===== src/hw/rtl/dda_pkg.sv =====
`default_nettype none

package dda_pkg;

  // Default geometry
  localparam int unsigned COORD_BITS_DEF = 10;
  localparam int unsigned FRAC_BITS_DEF  = 16;

  // Configuration port
  localparam int unsigned COLOR_BITS    = 4;
  localparam int unsigned CFG_ADDR_BITS = 4;

  localparam logic [CFG_ADDR_BITS-1:0] REG_START_COLOR = CFG_ADDR_BITS'(0);
  localparam logic [CFG_ADDR_BITS-1:0] REG_LINE_COLOR  = CFG_ADDR_BITS'(1);

  localparam logic [COLOR_BITS-1:0] START_COLOR_RST = COLOR_BITS'(4);
  localparam logic [COLOR_BITS-1:0] LINE_COLOR_RST  = COLOR_BITS'(1);

  // Input item kinds
  localparam logic KIND_START = 1'b0;
  localparam logic KIND_TICK  = 1'b1;

  // Sequencer states
  typedef enum logic [2:0] {
    ST_IDLE,
    ST_RUN,
    ST_DIV_X,
    ST_DIV_Y,
    ST_EMIT
  } state_e;

endpackage

`default_nettype wire


===== src/hw/rtl/dda_ifs.sv =====
`default_nettype none

// Line command channel
interface dda_in_if #(
  parameter int unsigned COORD_BITS = dda_pkg::COORD_BITS_DEF
);
  logic                  valid;
  logic                  ready;
  logic                  kind;
  logic [COORD_BITS-1:0] x_start;
  logic [COORD_BITS-1:0] y_start;
  logic [COORD_BITS-1:0] x_end;
  logic [COORD_BITS-1:0] y_end;

  modport source (output valid, kind, x_start, y_start, x_end, y_end, input ready);
  modport sink   (input valid, kind, x_start, y_start, x_end, y_end, output ready);
endinterface

// Pixel channel
interface dda_out_if #(
  parameter int unsigned COORD_BITS = dda_pkg::COORD_BITS_DEF
);
  logic                            valid;
  logic                            ready;
  logic [COORD_BITS-1:0]           pixel_x;
  logic [COORD_BITS-1:0]           pixel_y;
  logic [dda_pkg::COLOR_BITS-1:0]  color;
  logic                            last_pixel;

  modport source (output valid, pixel_x, pixel_y, color, last_pixel, input ready);
  modport sink   (input valid, pixel_x, pixel_y, color, last_pixel, output ready);
endinterface

// Register write channel
interface dda_cfg_if;
  logic                              valid;
  logic                              ready;
  logic [dda_pkg::CFG_ADDR_BITS-1:0] index;
  logic [dda_pkg::COLOR_BITS-1:0]    data;

  modport source (output valid, index, data, input ready);
  modport sink   (input valid, index, data, output ready);
endinterface

`default_nettype wire


===== src/hw/rtl/dda_line_rasterizer.sv =====
`default_nettype none

// Channel  Dir  Payload                                   Transfer when
// -------  ---  ----------------------------------------  ----------------
// in_i     in   kind, x_start, y_start, x_end, y_end      valid && ready
// out_o    out  pixel_x, pixel_y, color, last_pixel       valid && ready
// cfg_i    in   index, data (start_color, line_color)     valid && ready
//
// Ticks stream at one per cycle while pixels drain.
// A start of nonzero length runs one restoring divider, one quotient bit
// per cycle, for x then y, then the first pixel is loaded. A zero-length
// start loads its single last pixel without a division.
// Reset clears the sequencer to idle and loads the color registers.
// A one-entry output register holds a pixel until it is taken; input is
// held off during the division and the first-pixel load, and while that
// register is full and not being drained.
module dda_line_rasterizer #(
  parameter int unsigned COORD_BITS = dda_pkg::COORD_BITS_DEF,
  parameter int unsigned FRAC_BITS  = dda_pkg::FRAC_BITS_DEF
) (
  input  wire         clk_i,
  input  wire         rst_ni,
  dda_in_if.sink      in_i,
  dda_out_if.source   out_o,
  dda_cfg_if.sink     cfg_i
);
  import dda_pkg::*;

  localparam int unsigned AW    = COORD_BITS + FRAC_BITS;
  localparam int unsigned SW    = AW + 1;
  localparam int unsigned CNT_W = $clog2(AW);
  localparam logic [CNT_W-1:0] CNT_LAST = CNT_W'(AW - 1);

  state_e state_q, state_d;

  logic [COLOR_BITS-1:0] start_color_q, line_color_q;

  logic [AW-1:0]         x_acc_q, x_acc_d, y_acc_q, y_acc_d;
  logic [SW-1:0]         x_step_q, x_step_d, y_step_q, y_step_d;
  logic [COORD_BITS-1:0] steps_left_q, steps_left_d;
  logic [COORD_BITS-1:0] n_q, n_d, mag_y_q, mag_y_d;
  logic                  neg_x_q, neg_x_d, neg_y_q, neg_y_d;

  // Divider state
  logic [AW-1:0]         dvd_q, dvd_d;
  logic [COORD_BITS-1:0] rem_q, rem_d;
  logic [CNT_W-1:0]      cnt_q, cnt_d;

  // Output register
  logic                  ov_q, ov_d;
  logic [COORD_BITS-1:0] opx_q, opx_d, opy_q, opy_d;
  logic [COLOR_BITS-1:0] ocol_q, ocol_d;
  logic                  olast_q, olast_d;

  logic out_free, in_fire, is_start, div_last;
  logic [COORD_BITS-1:0] adx, ady, n_new;
  logic [COORD_BITS:0]   rem_sh;
  logic                  q_bit;
  logic [AW-1:0]         quot;
  logic [SW-1:0]         quot_ext, quot_sgn;
  logic [AW-1:0]         x_sum, y_sum;

  assign out_free   = !ov_q || out_o.ready;
  assign in_i.ready = ((state_q == ST_IDLE) || (state_q == ST_RUN)) && out_free;
  assign in_fire    = in_i.valid && in_i.ready;
  assign is_start   = (in_i.kind == KIND_START);
  assign div_last   = (cnt_q == CNT_LAST);

  // Endpoint deltas and line length
  assign adx   = (in_i.x_end >= in_i.x_start) ? in_i.x_end - in_i.x_start
                                              : in_i.x_start - in_i.x_end;
  assign ady   = (in_i.y_end >= in_i.y_start) ? in_i.y_end - in_i.y_start
                                              : in_i.y_start - in_i.y_end;
  assign n_new = (adx > ady) ? adx : ady;

  // Shared restoring divider step: one quotient bit
  assign rem_sh   = {rem_q, dvd_q[AW-1]};
  assign q_bit    = (rem_sh >= {1'b0, n_q});
  assign quot     = {dvd_q[AW-2:0], q_bit};
  assign quot_ext = {1'b0, quot};
  assign quot_sgn = (state_q == ST_DIV_X) ? (neg_x_q ? -quot_ext : quot_ext)
                                          : (neg_y_q ? -quot_ext : quot_ext);

  // Accumulator adders, wrapping at the accumulator width
  assign x_sum = x_acc_q + x_step_q[AW-1:0];
  assign y_sum = y_acc_q + y_step_q[AW-1:0];

  // Next state
  always_comb begin
    state_d = state_q;
    case (state_q)
      ST_IDLE, ST_RUN: begin
        if (in_fire) begin
          if (is_start) begin
            state_d = (n_new == '0) ? ST_IDLE : ST_DIV_X;
          end else if (state_q == ST_RUN && steps_left_q == COORD_BITS'(1)) begin
            state_d = ST_IDLE;
          end
        end
      end
      ST_DIV_X: if (div_last) state_d = ST_DIV_Y;
      ST_DIV_Y: if (div_last) state_d = ST_EMIT;
      ST_EMIT:  if (out_free) state_d = ST_RUN;
      default:  state_d = ST_IDLE;
    endcase
  end

  // Datapath and output register
  always_comb begin
    x_acc_d      = x_acc_q;
    y_acc_d      = y_acc_q;
    x_step_d     = x_step_q;
    y_step_d     = y_step_q;
    steps_left_d = steps_left_q;
    n_d          = n_q;
    mag_y_d      = mag_y_q;
    neg_x_d      = neg_x_q;
    neg_y_d      = neg_y_q;
    dvd_d        = dvd_q;
    rem_d        = rem_q;
    cnt_d        = cnt_q;
    ov_d         = ov_q && !out_o.ready;
    opx_d        = opx_q;
    opy_d        = opy_q;
    ocol_d       = ocol_q;
    olast_d      = olast_q;

    case (state_q)
      ST_IDLE, ST_RUN: begin
        if (in_fire && is_start) begin
          x_acc_d      = {in_i.x_start, {FRAC_BITS{1'b0}}};
          y_acc_d      = {in_i.y_start, {FRAC_BITS{1'b0}}};
          n_d          = n_new;
          steps_left_d = n_new;
          mag_y_d      = ady;
          neg_x_d      = (in_i.x_end < in_i.x_start);
          neg_y_d      = (in_i.y_end < in_i.y_start);
          dvd_d        = {adx, {FRAC_BITS{1'b0}}};
          rem_d        = '0;
          cnt_d        = '0;
          if (n_new == '0) begin
            // Zero length: single last pixel at the start point
            x_step_d = '0;
            y_step_d = '0;
            ov_d     = 1'b1;
            opx_d    = in_i.x_start;
            opy_d    = in_i.y_start;
            ocol_d   = start_color_q;
            olast_d  = 1'b1;
          end
        end else if (in_fire && state_q == ST_RUN) begin
          // Tick: advance and emit
          x_acc_d      = x_sum;
          y_acc_d      = y_sum;
          steps_left_d = steps_left_q - COORD_BITS'(1);
          ov_d         = 1'b1;
          opx_d        = x_sum[AW-1:FRAC_BITS];
          opy_d        = y_sum[AW-1:FRAC_BITS];
          ocol_d       = line_color_q;
          olast_d      = (steps_left_q == COORD_BITS'(1));
        end
      end
      ST_DIV_X, ST_DIV_Y: begin
        rem_d = q_bit ? COORD_BITS'(rem_sh - {1'b0, n_q}) : rem_sh[COORD_BITS-1:0];
        dvd_d = quot;
        cnt_d = cnt_q + CNT_W'(1);
        if (div_last) begin
          cnt_d = '0;
          rem_d = '0;
          if (state_q == ST_DIV_X) begin
            x_step_d = quot_sgn;
            dvd_d    = {mag_y_q, {FRAC_BITS{1'b0}}};
          end else begin
            y_step_d = quot_sgn;
          end
        end
      end
      ST_EMIT: begin
        if (out_free) begin
          ov_d    = 1'b1;
          opx_d   = x_acc_q[AW-1:FRAC_BITS];
          opy_d   = y_acc_q[AW-1:FRAC_BITS];
          ocol_d  = start_color_q;
          olast_d = 1'b0;
        end
      end
      default: ;
    endcase
  end

  // Control registers
  always_ff @(posedge clk_i or negedge rst_ni) begin
    if (!rst_ni) begin
      state_q       <= ST_IDLE;
      ov_q          <= 1'b0;
      steps_left_q  <= '0;
      cnt_q         <= '0;
      start_color_q <= START_COLOR_RST;
      line_color_q  <= LINE_COLOR_RST;
    end else begin
      state_q      <= state_d;
      ov_q         <= ov_d;
      steps_left_q <= steps_left_d;
      cnt_q        <= cnt_d;
      if (cfg_i.valid) begin
        case (cfg_i.index)
          REG_START_COLOR: start_color_q <= cfg_i.data;
          REG_LINE_COLOR:  line_color_q  <= cfg_i.data;
          default: ;
        endcase
      end
    end
  end

  // Payload registers
  always_ff @(posedge clk_i) begin
    x_acc_q  <= x_acc_d;
    y_acc_q  <= y_acc_d;
    x_step_q <= x_step_d;
    y_step_q <= y_step_d;
    n_q      <= n_d;
    mag_y_q  <= mag_y_d;
    neg_x_q  <= neg_x_d;
    neg_y_q  <= neg_y_d;
    dvd_q    <= dvd_d;
    rem_q    <= rem_d;
    opx_q    <= opx_d;
    opy_q    <= opy_d;
    ocol_q   <= ocol_d;
    olast_q  <= olast_d;
  end

  assign cfg_i.ready      = 1'b1;
  assign out_o.valid      = ov_q;
  assign out_o.pixel_x    = opx_q;
  assign out_o.pixel_y    = opy_q;
  assign out_o.color      = ocol_q;
  assign out_o.last_pixel = olast_q;

endmodule

`default_nettype wire


===== src/flat_wrapper.sv =====
// flat-port wrapper written by rule: the top's interface ports become plain ports
module dda_line_rasterizer_flat import dda_pkg::*;
#(
  parameter int unsigned COORD_BITS = dda_pkg::COORD_BITS_DEF,
  parameter int unsigned FRAC_BITS  = dda_pkg::FRAC_BITS_DEF
)
  (clk_i, rst_ni, in_i_valid, in_i_kind, in_i_x_start, in_i_y_start, in_i_x_end, in_i_y_end, in_i_ready, out_o_valid, out_o_pixel_x, out_o_pixel_y, out_o_color, out_o_last_pixel, out_o_ready, cfg_i_valid, cfg_i_index, cfg_i_data, cfg_i_ready);
  dda_in_if #(.COORD_BITS(COORD_BITS)) in_i_i ();
  dda_out_if #(.COORD_BITS(COORD_BITS)) out_o_i ();
  dda_cfg_if cfg_i_i ();
  input  wire clk_i;
  input  wire rst_ni;
  input wire logic [$bits(in_i_i.valid)-1:0] in_i_valid;
  input wire logic [$bits(in_i_i.kind)-1:0] in_i_kind;
  input wire logic [$bits(in_i_i.x_start)-1:0] in_i_x_start;
  input wire logic [$bits(in_i_i.y_start)-1:0] in_i_y_start;
  input wire logic [$bits(in_i_i.x_end)-1:0] in_i_x_end;
  input wire logic [$bits(in_i_i.y_end)-1:0] in_i_y_end;
  output wire logic [$bits(in_i_i.ready)-1:0] in_i_ready;
  output wire logic [$bits(out_o_i.valid)-1:0] out_o_valid;
  output wire logic [$bits(out_o_i.pixel_x)-1:0] out_o_pixel_x;
  output wire logic [$bits(out_o_i.pixel_y)-1:0] out_o_pixel_y;
  output wire logic [$bits(out_o_i.color)-1:0] out_o_color;
  output wire logic [$bits(out_o_i.last_pixel)-1:0] out_o_last_pixel;
  input wire logic [$bits(out_o_i.ready)-1:0] out_o_ready;
  input wire logic [$bits(cfg_i_i.valid)-1:0] cfg_i_valid;
  input wire logic [$bits(cfg_i_i.index)-1:0] cfg_i_index;
  input wire logic [$bits(cfg_i_i.data)-1:0] cfg_i_data;
  output wire logic [$bits(cfg_i_i.ready)-1:0] cfg_i_ready;
  assign in_i_i.valid = in_i_valid;
  assign in_i_i.kind = in_i_kind;
  assign in_i_i.x_start = in_i_x_start;
  assign in_i_i.y_start = in_i_y_start;
  assign in_i_i.x_end = in_i_x_end;
  assign in_i_i.y_end = in_i_y_end;
  assign in_i_ready = in_i_i.ready;
  assign out_o_valid = out_o_i.valid;
  assign out_o_pixel_x = out_o_i.pixel_x;
  assign out_o_pixel_y = out_o_i.pixel_y;
  assign out_o_color = out_o_i.color;
  assign out_o_last_pixel = out_o_i.last_pixel;
  assign out_o_i.ready = out_o_ready;
  assign cfg_i_i.valid = cfg_i_valid;
  assign cfg_i_i.index = cfg_i_index;
  assign cfg_i_i.data = cfg_i_data;
  assign cfg_i_ready = cfg_i_i.ready;
  dda_line_rasterizer #(.COORD_BITS(COORD_BITS), .FRAC_BITS(FRAC_BITS)) u_core (.clk_i(clk_i), .rst_ni(rst_ni), .in_i(in_i_i), .out_o(out_o_i), .cfg_i(cfg_i_i));
endmodule

===== config.mk =====
export PLATFORM = sky130hd
export DESIGN_NAME = dda_line_rasterizer_flat
export DESIGN_NICKNAME = d
export VERILOG_FILES = /design/src/hw/rtl/dda_pkg.sv /design/src/hw/rtl/dda_ifs.sv /design/src/hw/rtl/dda_line_rasterizer.sv /design/src/flat_wrapper.sv
export SDC_FILE = /design/constraint.sdc
export NUM_CORES = 1
export LEC_CHECK = 0
export BUFFER_PORTS_ARGS = -buffer_cell sky130_fd_sc_hd__buf_2
export CORE_UTILIZATION = 45
export CTS_CLUSTER_SIZE = 40
export DETAILED_ROUTE_END_ITERATION = 16
export PLACE_DENSITY = 0.62
export SYNTH_ARGS = -nofsm -noshare
export SYNTH_HDL_FRONTEND = slang
export SYNTH_SLANG_ARGS = --single-unit

===== constraint.sdc =====
create_clock -name clk_i -period 4.4 [get_ports clk_i]
set_input_delay 0.22 -clock clk_i [delete_from_list [all_inputs] [get_ports clk_i]]
set_output_delay 0.22 -clock clk_i [all_outputs]
set_load 0.02 [all_outputs]

==> run_results.csv, run 1 <==
group,metric,value,unit
die,ioPinCount,82,
final_layout,final_cell_count_no_fill,2040,
route,via_count,11666,
sta,whs,0.0769,ns
min_path,hold_path.class,"in2reg",
synthesis,ys.flop_type,"edfxtp_1",
critical_path,slowest_delay,0.39,ns
critical_path,path_cells,"buf_2 -> inv_1 -> ha_1 -> inv_1 -> fa_2 -> a211oi_2 -> o21ai_1 -> nand4_2 -> a221oi_1 -> or3_1 -> and2_1 -> ha_1 -> nand3_4 -> o221ai_2 -> o21bai_2 -> a21oi_4 -> nand2_1 -> a2111o_1 -> o22ai_2 -> nand4_1 -> buf_4 -> nand2_4 -> buf_12",
critical_path,crit_type,"in2reg",
clock_network,root_buffer,"clkbuf_16",
synthesis,yosysWarnings,0,
sta,min_period,4.05,ns
synthesis,ys_types,94,
sta,skew,0.00807,ns
critical_path,r2r-end,"u_core.y_step_q[22]",
sta,setup_viol,0,
clock_network,cts_buffer_depth,3,
min_path,hold_path_depth,3,
place,dpl_cell_area,16000,µm²
critical_path,critPathSlowestCell,"or3_1",
die,die_w,181,µm
critical_path,critPathArrivalTime,4.27,ns
final_layout,design_area,16900,µm²
sta,rsz0062_at_grt,"no",
route,ant_nets,0,
route,drtIter0Drc,658,
min_path,whs_endpoint,"u_core.out_o.pixel_y[9]",
clock_network,cts_made_buffers,24,
route,wl,37900,µm
global_route,track_usage,23.2,%
power_and_ir_drop,total_power,8.94,mW
route,drc_errors,0,
sta,slew_violations,0,
route,wire_per_inst,18.6,µm
die,die_area,32600,µm²
synthesis,ys_seq_area_share,43.8,%
global_route,grt_pass1_wl,60300,µm
power_and_ir_drop,p_leak,7.11,nW
clock_network,cts_num_sinks,214,
final_layout,nets,1794,
critical_path,startpoint_type,"input port",
clock_network,worstSkewPairLatency,0.51,ns
route,viasPerCell,5.72,
sta,hold_viol,0,
synthesis,synth_area_per_cell,9.83,µm²
min_path,hold_start,"in_i_y_start[9]",
place,place_ws,-0.140,ns
synthesis,syn_nets,1635,
final_layout,syn2layout_area_growth,17.4,%
synthesis,synth_edf_count,187,
sta,fin_ws,0.346,ns
sta,setup_tns,0,ns
job,maxCapViolations,0,
clock_network,clk_pin_slew_worst_paths,0.06,ns
power_and_ir_drop,peakVddDrop,0.256,mV
critical_path,crit_family,"compound AO/OA/AOI/OAI gates",
clock_network,cts_tree,"done",
outcome,outcome,"finished clean",
critical_path,required,4.62,ns
route,firstDrtPassIters,6,
global_route,overflow,0,
final_layout,fin_util,53.6,%
sta,finalCritPeriodShare,92.1,%
sta,fmax,0.247,GHz
synthesis,async_reset_ff_share,12.6,%
place,globalplace.congestion,0.899,
critical_path,reg2reg_depth,15,
critical_path,reg2reg_slack,0.65,ns
synthesis,ys_seq_elements,214,
sta,tightest_slew,1.05,ns
power_and_ir_drop,power_density,530,nW/µm²
final_layout,drive_gt1_share,18.4,%
die,core,31500,µm²
clock_network,htreeDepth,1,
die,rows,65,
sta,relSlewSlack,29.8,%
die,die_height,181,µm
place,dp_cells,1991,
synthesis,syn_area,14400,µm²
place,io_buffers,80,
critical_path,regToRegStartpoint,"u_core.rem_q[0]",
global_route,antenna_found_initial,0,
final_layout,diodes,0,
place,dpl.hpwl,29200,µm
die,start_util,45.6,%
synthesis,synth_cells,1461,
global_route,grt_max_degree,51,
final_layout,nFillCells,2846,
critical_path,endpoint_kind,"flip-flop",
global_route,first_global_vias,11297,
critical_path,worst-path-buf-inv,5,
critical_path,path_max_fanout,18,
[flip-flops by register name (all words and copies together) (netlist names), 3 cells and up]
register,flops
u_core.steps_left_q,10
u_core.out_o.color,4
u_core.y_acc_q,26
u_core.out_o.pixel_x,10
u_core.line_color_q,4
u_core.mag_y_q,10
u_core.out_o.pixel_y,10
u_core.dvd_q,26
u_core.y_step_q,26
u_core.state_q,3
u_core.start_color_q,4
u_core.cnt_q,5
u_core.x_acc_q,26
u_core.x_step_q,26
u_core.n_q,10
u_core.rem_q,10
[area by class of cell]
class | instances | area, µm² | area share (%)
inverters | 101 | 380 | 2.26
clock buffers | 31 | 678 | 4.02
flip-flops and latches | 214 | 6290 | 37.3
multi-input cells | 1092 | 7590 | 45.0
well taps | 402 | 503 | 2.98
clock inverters | 13 | 161 | 0.957
repair buffers | 187 | 1250 | 7.43
[report_power, final]
group          total (mW)  switching [mW]  leakage (nW)  internal [mW]
clock                2.13           0.810         0.409           1.31
combinational        3.51            2.08          4.62           1.43
sequential           3.31           0.327          2.08           2.98
[timing repair]
action	CTS	global route
endpoints found under the hold margin	33	0
gates resized for setup	0	1
setup buffers	0	0
hold buffers	5	0
endpoints found under the setup margin	0	40
[synth_stat cells, types with 10 or more instances]
cell	count	share of area, %
a211oi_1	15	0.78
a21o_1	41	2.1
a21oi_1	106	3.7
a311oi_1	10	0.61
a31oi_1	23	1.0
and3_1	22	0.96
clkbuf_1	36	0.94
dfrtp_1	25	4.4
edfxtp_1	187	39
ha_1	113	9.8
inv_1	99	2.6
mux2_2	19	1.5
mux2i_1	15	1.0
nand2_1	148	3.9
nand2b_1	25	1.1
nand3_1	37	1.3
nand4_1	15	0.65
nor2_1	128	3.3
nor2b_1	14	0.61
nor3_1	28	0.98
o21ai_0	68	2.4
o21ai_1	11	0.38
o22ai_1	13	0.57
or3_1	10	0.44
xnor2_1	38	2.3
xor2_1	30	1.8
[layout by cell type (no fill, tap or decap), types with 11 or more instances in the layout]
cell / netlist / routed
nor2b_1: 14 / 13
o21ai_0: 68 / 68
xnor2_1: 38 / 38
nor3_1: 28 / 28
nand3_1: 37 / 36
ha_1: 113 / 111
nand4_1: 15 / 15
a31oi_1: 23 / 23
buf_4: 5 / 99
buf_2: 9 / 80
o21ai_1: 11 / 11
o22ai_1: 13 / 12
edfxtp_1: 187 / 187
mux2i_1: 15 / 15
nand2_1: 148 / 145
a211oi_1: 15 / 13
a21o_1: 41 / 41
mux2_2: 19 / 19
nand2b_1: 25 / 25
clkbuf_16: 0 / 25
and3_1: 22 / 22
nor2_1: 128 / 126
a21oi_1: 106 / 106
inv_1: 99 / 96
xor2_1: 30 / 30
dfrtp_1: 25 / 25
[cell families after synthesis]
family	after synthesis	share of synthesized area (%)
other cells	1	0.0261
xor+xnor	69	4.26
simple gates	486	16.5
buf+inv	155	4.27
flops	214	43.8
fa+ha+maj	120	10.8
mux	35	2.61
compound gates	381	17.7
[per-layer routing]
layer	track usage, %	part of all wire (%)
met4	5.68	1.9
met5	0	0
met1	32.4	47
met2	38.5	46
met3	2.30	4.1
[worst max-delay path by stage]
stage	start	endpoint	slack, ns	cells after the start
CTS	in_i_y_end[0]	u_core.x_step_q[15]	0.38	23
global placement	in_i_y_end[0]	u_core.x_step_q[1]	-0.04	23
detailed placement	in_i_y_end[0]	u_core.x_step_q[2]	-0.14	21
floorplan	in_i_x_end[0]	u_core.x_step_q[0]	0.005	20
global route	in_i_y_end[0]	u_core.x_step_q[8]	0.08	23
finish	in_i_y_end[0]	u_core.x_step_q[0]	0.35	23
[worst reg2reg max path: stages, from the launching register on]
cell and delay (ns):
edfxtp_1 0.43, ha_1 0.33, nor2b_1 0.13, o21ai_1 0.16
a21boi_0 0.13, o21ai_1 0.23, a211oi_1 0.16, o21ai_2 0.17
nand2b_1 0.08, inv_1 0.10, ha_1 0.24, nand3_1 0.21
or2_1 0.31, nor2_1 0.29, nand2_1 0.09, a311oi_1 0.45
Note: power is estimated with default switching activity, not from simulation.
==> run 2, diff against run 1 <==
--- a/config.mk
+++ b/config.mk
@@ -5,11 +5,11 @@
 export SDC_FILE = /design/constraint.sdc
 export NUM_CORES = 1
 export LEC_CHECK = 0
+export ABC_AREA = 1
 export BUFFER_PORTS_ARGS = -buffer_cell sky130_fd_sc_hd__buf_2
 export CORE_UTILIZATION = 45
 export CTS_CLUSTER_SIZE = 40
 export DETAILED_ROUTE_END_ITERATION = 16
-export PLACE_DENSITY = 0.62
 export SYNTH_ARGS = -nofsm -noshare
 export SYNTH_HDL_FRONTEND = slang
 export SYNTH_SLANG_ARGS = --single-unit
==> run 2 against run 1 <==
  * Hold slack lost 0.0030 ns
  * Sequential share of layout area fell by 2.5 points
  * Cell count grew 30%
  * Synthesized area increased by 10%
  * Critical path type is now reg2reg
==> run_results.csv, run 2 <==
group,metric,value,unit
sta,skew,0.0165,ns
die,start_util,45.8,%
global_route,grt_max_degree,53,
global_route,use_met2,42.9,%
place,io_buffers,80,
sta,fmax,0.233,GHz
clock_network,cts_buffer_depth,3,
synthesis,synth_edf_count,187,
clock_network,cts_tree,"done",
sta,hold_viol,0,
global_route,overflow,0,
die,die_w,190,µm
die,die_area,36000,µm²
global_route,grt_pass1_wl,74300,µm
synthesis,yosysWarnings,0,
global_route,antenna_found_initial,0,
job,maxCapViolations,0,
synthesis,synthTopCellsByCount,"nand2_1, inv_1, edfxtp_1",
min_path,hold_path_depth,4,
critical_path,crit_type,"reg2reg",
synthesis,ys_seq_elements,214,
critical_path,required,4.82,ns
synthesis,ys_seq_area_share,39.7,%
clock_network,worstSkewPairLatency,0.56,ns
route,drtIter0Drc,1183,
power_and_ir_drop,peakVddDrop,0.427,mV
clock_network,clk_pin_slew_worst_paths,0.06,ns
power_and_ir_drop,p_leak,8.40,nW
synthesis,ys_types,52,
place,dpl.hpwl,37500,µm
final_layout,layout_commonest_cell,"nand2_1",
sta,slew_violations,0,
min_path,hold_path.class,"in2reg",
route,viasPerCell,5.48,
global_route,grt_util_met1,35.9,%
route,ant_nets,0,
synthesis,synth_area_leaders,"edfxtp_1, nand2_1, ha_1, inv_1, nand3_1",
synthesis,ys.flop_type,"edfxtp_1",
sta,fin_ws,0.111,ns
clock_network,cts_made_buffers,27,
critical_path,critPathArrivalTime,4.71,ns
route,firstDrtPassIters,5,
sta,setup_tns,0,ns
synthesis,synth_area_per_cell,7.68,µm²
final_layout,fin_util,52.2,%
die,rows,68,
final_layout,syn2layout_area_growth,13.9,%
clock_network,root_buffer,"clkbuf_16",
synthesis,yosysTopAreaCellShare,35.4,%
place,place_ws,0.0799,ns
sta,tightest_slew,0.886,ns
global_route,globalRouteMet3Util,4.22,%
global_route,busiest_layer,"met2",
die,core,34600,µm²
route,drc_errors,0,
sta,setup_viol,0,
synthesis,async_reset_ff_share,12.6,%
outcome,outcome,"finished clean",
synthesis,syn_area,15900,µm²
critical_path,endpoint_kind,"flip-flop",
clock_network,htreeDepth,1,
final_layout,mostFrequentLayoutCells,"nand2_1, inv_1, edfxtp_1, nand3_1, a21oi_1",
critical_path,startpoint_type,"flip-flop",
synthesis,synth_cells,2064,
final_layout,nets,2342,
final_layout,drive_gt1_share,10.6,%
clock_network,cts_num_sinks,214,
route,wire_per_inst,18.3,µm
global_route,track_usage,26.7,%
route,via_count,14466,
sta,whs,0.0739,ns
synthesis,syn_nets,2238,
synthesis,synth_most_common_cell,"nand2_1",
place,globalplace.congestion,0.973,
final_layout,diodes,0,
critical_path,path_max_fanout,8,
die,ioPinCount,82,
sta,min_period,4.29,ns
sta,relSlewSlack,40.4,%
critical_path,reg2reg_depth,18,
die,die_height,190,µm
route,wl,48400,µm
sta,finalCritPeriodShare,97.5,%
global_route,first_global_vias,13616,
synthesis,synth_top_cell_by_area,"edfxtp_1",
power_and_ir_drop,power_density,764,nW/µm²
## run 2: cell type report
type	instances	area (µm²)
fill	3343	16600
multi-input combinational	1479	8160
sequential	214	6290
inverter	333	1250
timing repair buffer	112	787
clock buffer	29	683
tap	455	569
clock inverter	19	310
timing repair inverter	1	5.00
## run 2: worst paths after layout
kind / startpoint / endpoint / slack (ns)
max in group asynchronous: rst_ni / u_core.start_color_q[0] / 3.63
min in group asynchronous: rst_ni / u_core.cnt_q[0] / 0.28
hold / removal: in_i_kind / u_core.state_q[1] / 0.07
hold reg to reg: u_core.start_color_q[2] / u_core.start_color_q[2] / 0.49
setup reg to reg: u_core.rem_q[1] / u_core.x_step_q[18] / 0.11
setup / recovery: u_core.rem_q[1] / u_core.x_step_q[18] / 0.11
## run 2: worst max-delay path: stages (launching register included)
cell	delay [ns]
edfxtp_1	0.41
ha_1	0.37
a21oi_1	0.14
nand2_1	0.12
a21oi_2	0.20
o21ai_1	0.17
nand2_1	0.17
nand2_1	0.10
inv_2	0.19
ha_1	0.27
nand4_1	0.28
nor2_4	0.25
nand4_1	0.10
nor2_1	0.20
nand2_1	0.19
o21ai_1	0.20
nand3_1	0.10
a211oi_1	0.48
buf_4	0.22
## run 2: cell families (layout without fill, tap and decap cells)
logic type | Yosys count | count (layout) | share of synthesized area, %
DFF | 214 | 214 | 39.7
AOI/OAI and AO/OA | 378 | 378 | 13.1
other | 1 | 1 | 0.0236
buffers and inverters | 371 | 494 | 9.12
muxes | 4 | 4 | 0.284
adders and majority gates | 120 | 120 | 9.80
and+or+nand+nor | 941 | 941 | 26.1
xor gates and xnor gates | 35 | 35 | 1.93
## run 2: power by group
| part | switching [mW] | internal (mW) | total [mW] |
|---|---|---|---|
| Clock | 0.907 | 1.59 | 2.50 |
| Combinational | 4.93 | 2.35 | 7.28 |
| Sequential | 0.476 | 3.55 | 4.02 |
## run 2: per-layer routing
| metal | vias up | part of all wire [%] |
|---|---|---|
| li1 | 7119 | - |
| met1 | 6721 | 44 |
| met2 | 527 | 45 |
| met3 | 99 | 6.7 |
| met4 | 0 | 4.2 |
| met5 | - | 0 |
## run 2: through the flow
stage / power [mW] / instances / cell area, µm²
3_5_place_dp: 11.1 / 2581 / 16900
6_report: 13.8 / 2642 / 18100
3_3_place_gp: 11.0 / 2581 / 16900
5_1_grt: 14.8 / 2642 / 18100
4_1_cts: 13.6 / 2635 / 17900
2_1_floorplan: 8.77 / 2064 / 15900
## run 2: what timing repair did
item	CTS	global route
hold buffers	6	0
hold endpoints to repair	34	0
endpoints found under the setup margin	0	54
gates resized for setup	0	9
setup buffers	0	2
==> run 3, diff against run 2 <==
==> constraint.sdc (replaced) <==
create_clock -name clk_i -period 4.4 [get_ports clk_i]
set_input_delay 0.44 -clock clk_i [delete_from_list [all_inputs] [get_ports clk_i]]
set_output_delay 0.44 -clock clk_i [all_outputs]
set_load 0.02 [all_outputs]
==> run 3 against run 2 <==
  * Global-route usage down 0.073 points
  * Fmax is 6.2% higher
  * Combinational power decreased by 2%
  * Design area is 0.89% lower
  * Wire length fell by 1.4%
  * Hold slack improved by 0.094 ns
  * Register-to-register slack better by 0.25 ns
  * Critical path depth increased by 1
  * Via count down 0.77%
  * Critical endpoint is now u_core.y_step_q[18]
  * Largest power group unchanged
==> run_results.csv, run 3 (synthesis gave the netlist of run 2 again) <==
group,metric,value,unit
outcome,outcome,"finished clean",
power_and_ir_drop,p_leak,8.36,nW
job,maxCapViolations,0,
critical_path,r2r-end,"u_core.y_step_q[18]",
sta,whs,0.168,ns
die,die_w,190,µm
critical_path,required,4.80,ns
critical_path,slowest_delay,0.42,ns
final_layout,nFillCells,3339,
die,ioPinCount,82,
global_route,grt_pass1_wl,74700,µm
route,wire_per_inst,18.0,µm
critical_path,endpoint_kind,"flip-flop",
sta,slew_violations,0,
final_layout,drive_gt1_share,10.9,%
die,die_area,36000,µm²
critical_path,critPathSlowestCell,"edfxtp_1",
sta,fin_ws,0.363,ns
critical_path,reg2reg_depth,19,
clock_network,cts_num_sinks,214,
sta,relSlewSlack,47.3,%
sta,fmax,0.248,GHz
final_layout,mostFrequentLayoutCells,"nand2_1, inv_1, edfxtp_1, nand3_1, a21oi_1",
critical_path,critPathArrivalTime,4.44,ns
final_layout,syn2layout_area_growth,12.9,%
final_layout,diodes,0,
sta,skew,0.0134,ns
clock_network,worstSkewPairLatency,0.54,ns
final_layout,nets,2349,
min_path,hold_path_depth,3,
place,globalplace.congestion,0.969,
final_layout,layout_commonest_cell,"nand2_1",
critical_path,crit_type,"reg2reg",
sta,setup_tns,0,ns
critical_path,crit_start,"u_core.rem_q[1]",
place,place_ws,-0.0711,ns
clock_network,cts_made_buffers,27,
die,start_util,45.8,%
route,via_count,14355,
power_and_ir_drop,peakVddDrop,0.394,mV
critical_path,startpoint_type,"flip-flop",
global_route,first_global_vias,13511,
global_route,antenna_found_initial,0,
place,dpl.hpwl,37100,µm
min_path,whs_endpoint,"u_core.start_color_q[2]",
place,io_buffers,80,
clock_network,root_buffer,"clkbuf_16",
route,firstDrtPassIters,5,
die,die_height,190,µm
clock_network,cts_tree,"done",
sta,rsz0062_at_grt,"no",
route,wl,47800,µm
clock_network,htreeDepth,1,
route,viasPerCell,5.42,
route,drc_errors,0,
critical_path,reg2reg_slack,0.36,ns
die,core,34600,µm²
route,drtIter0Drc,1157,
route,ant_nets,0,
clock_network,cts_buffer_depth,3,
clock_network,clk_pin_slew_worst_paths,0.06,ns
global_route,overflow,0,
critical_path,regToRegStartpoint,"u_core.rem_q[1]",
sta,min_period,4.04,ns
min_path,hold_path.class,"in2reg",
global_route,grt_max_degree,60,
critical_path,path_max_fanout,8,
sta,hold_viol,0,
critical_path,worst-path-buf-inv,3,
sta,finalCritPeriodShare,91.8,%
min_path,hold_start,"cfg_i_data[2]",
global_route,track_usage,26.6,%
die,rows,68,
critical_path,crit_family,"simple AND/OR/NAND/NOR gates",
sta,tightest_slew,0.790,ns
critical_path,crit_top_cell,"nand2_1",
critical_path,path_cells,"ha_1 -> a21oi_1 -> nand2_1 -> a21oi_2 -> o21ai_1 -> nand2_1 -> nand2_1 -> inv_2 -> ha_1 -> nand4_1 -> buf_4 -> nor2_4 -> nand4_1 -> nor2_1 -> nand2_1 -> o21ai_1 -> nand3_1 -> a211oi_1 -> buf_4",
power_and_ir_drop,power_density,750,nW/µm²
sta,setup_viol,0,
run 3: cell types whose count changed in the layout (fill, tap and decap cells not counted), moves of 3 or more:
| cell | before | now |
|---|---|---|
| buf_4 | 16 | 35 |
| clkbuf_16 | 30 | 27 |
| nand2_2 | 16 | 13 |
| bufinv_16 | 8 | 4 |
| nand2_1 | 507 | 510 |
| dlygate4sd3_1 | 6 | 1 |
run 3: tightest hold or removal path: cells and delay by family:
kind / cells / cell delay [ns]
buffers and inverters: 2 / 0.17
AO/OA/AOI/OAI: 1 / 0.09
run 3: final cells by class:
cell class | count | area (µm²) | share of cell area (%)
sequential | 214 | 6290 | 35.1
inverter | 333 | 1250 | 6.98
clock inverter | 21 | 226 | 1.26
tap | 455 | 569 | 3.18
clock buffer | 28 | 679 | 3.79
multi-input combinational | 1479 | 8130 | 45.4
timing repair buffer | 120 | 753 | 4.21
run 3: worst max-delay path by stage:
stage	slack, ns	endpoint	cells after the start
2_1_floorplan	-0.29	u_core.x_step_q[0]	25
3_3_place_gp	-0.05	u_core.x_step_q[6]	29
3_5_place_dp	-0.07	u_core.x_step_q[4]	29
4_1_cts	0.34	u_core.y_step_q[18]	18
5_1_grt	0.02	u_core.y_step_q[18]	19
6_report	0.36	u_core.y_step_q[18]	19
run 3: what timing repair did:
action | 4_1_cts | 5_1_grt
setup buffers | 0 | 1
gates resized for setup | 0 | 1
endpoints found under the hold margin | 19 | 0
hold buffers | 1 | 0
endpoints found under the setup margin | 0 | 4
run 3: power by group:
| part | total (mW) | internal (mW) | leakage [nW] | switching [mW] |
|---|---|---|---|---|
| Clock | 2.27 | 1.36 | 0.440 | 0.908 |
| Combinational | 7.15 | 2.30 | 5.82 | 4.85 |
| Sequential | 4.01 | 3.55 | 2.10 | 0.468 |
| Total | 13.4 | 7.21 | 8.36 | 6.22 |
run 3: metrics by stage:
step           cell area [µm²]  util [%]  power (mW)  instances
2_1_floorplan            15900         -        8.77       2064
3_3_place_gp             17000      49.0        11.0       2599
3_5_place_dp             17000      49.0        11.1       2599
4_1_cts                  17900      51.7        13.4       2649
5_1_grt                  17900      51.7        14.5       2650
6_report                 17900      51.7        13.4       2650
run 3: metal layers:
| metal | part of all wire, % | GRT usage, % |
|---|---|---|
| met5 | 0 | 0 |
| met2 | 47 | 44.7 |
| met3 | 5.4 | 2.10 |
| met1 | 45 | 37.2 |
| met4 | 2.2 | 6.05 |
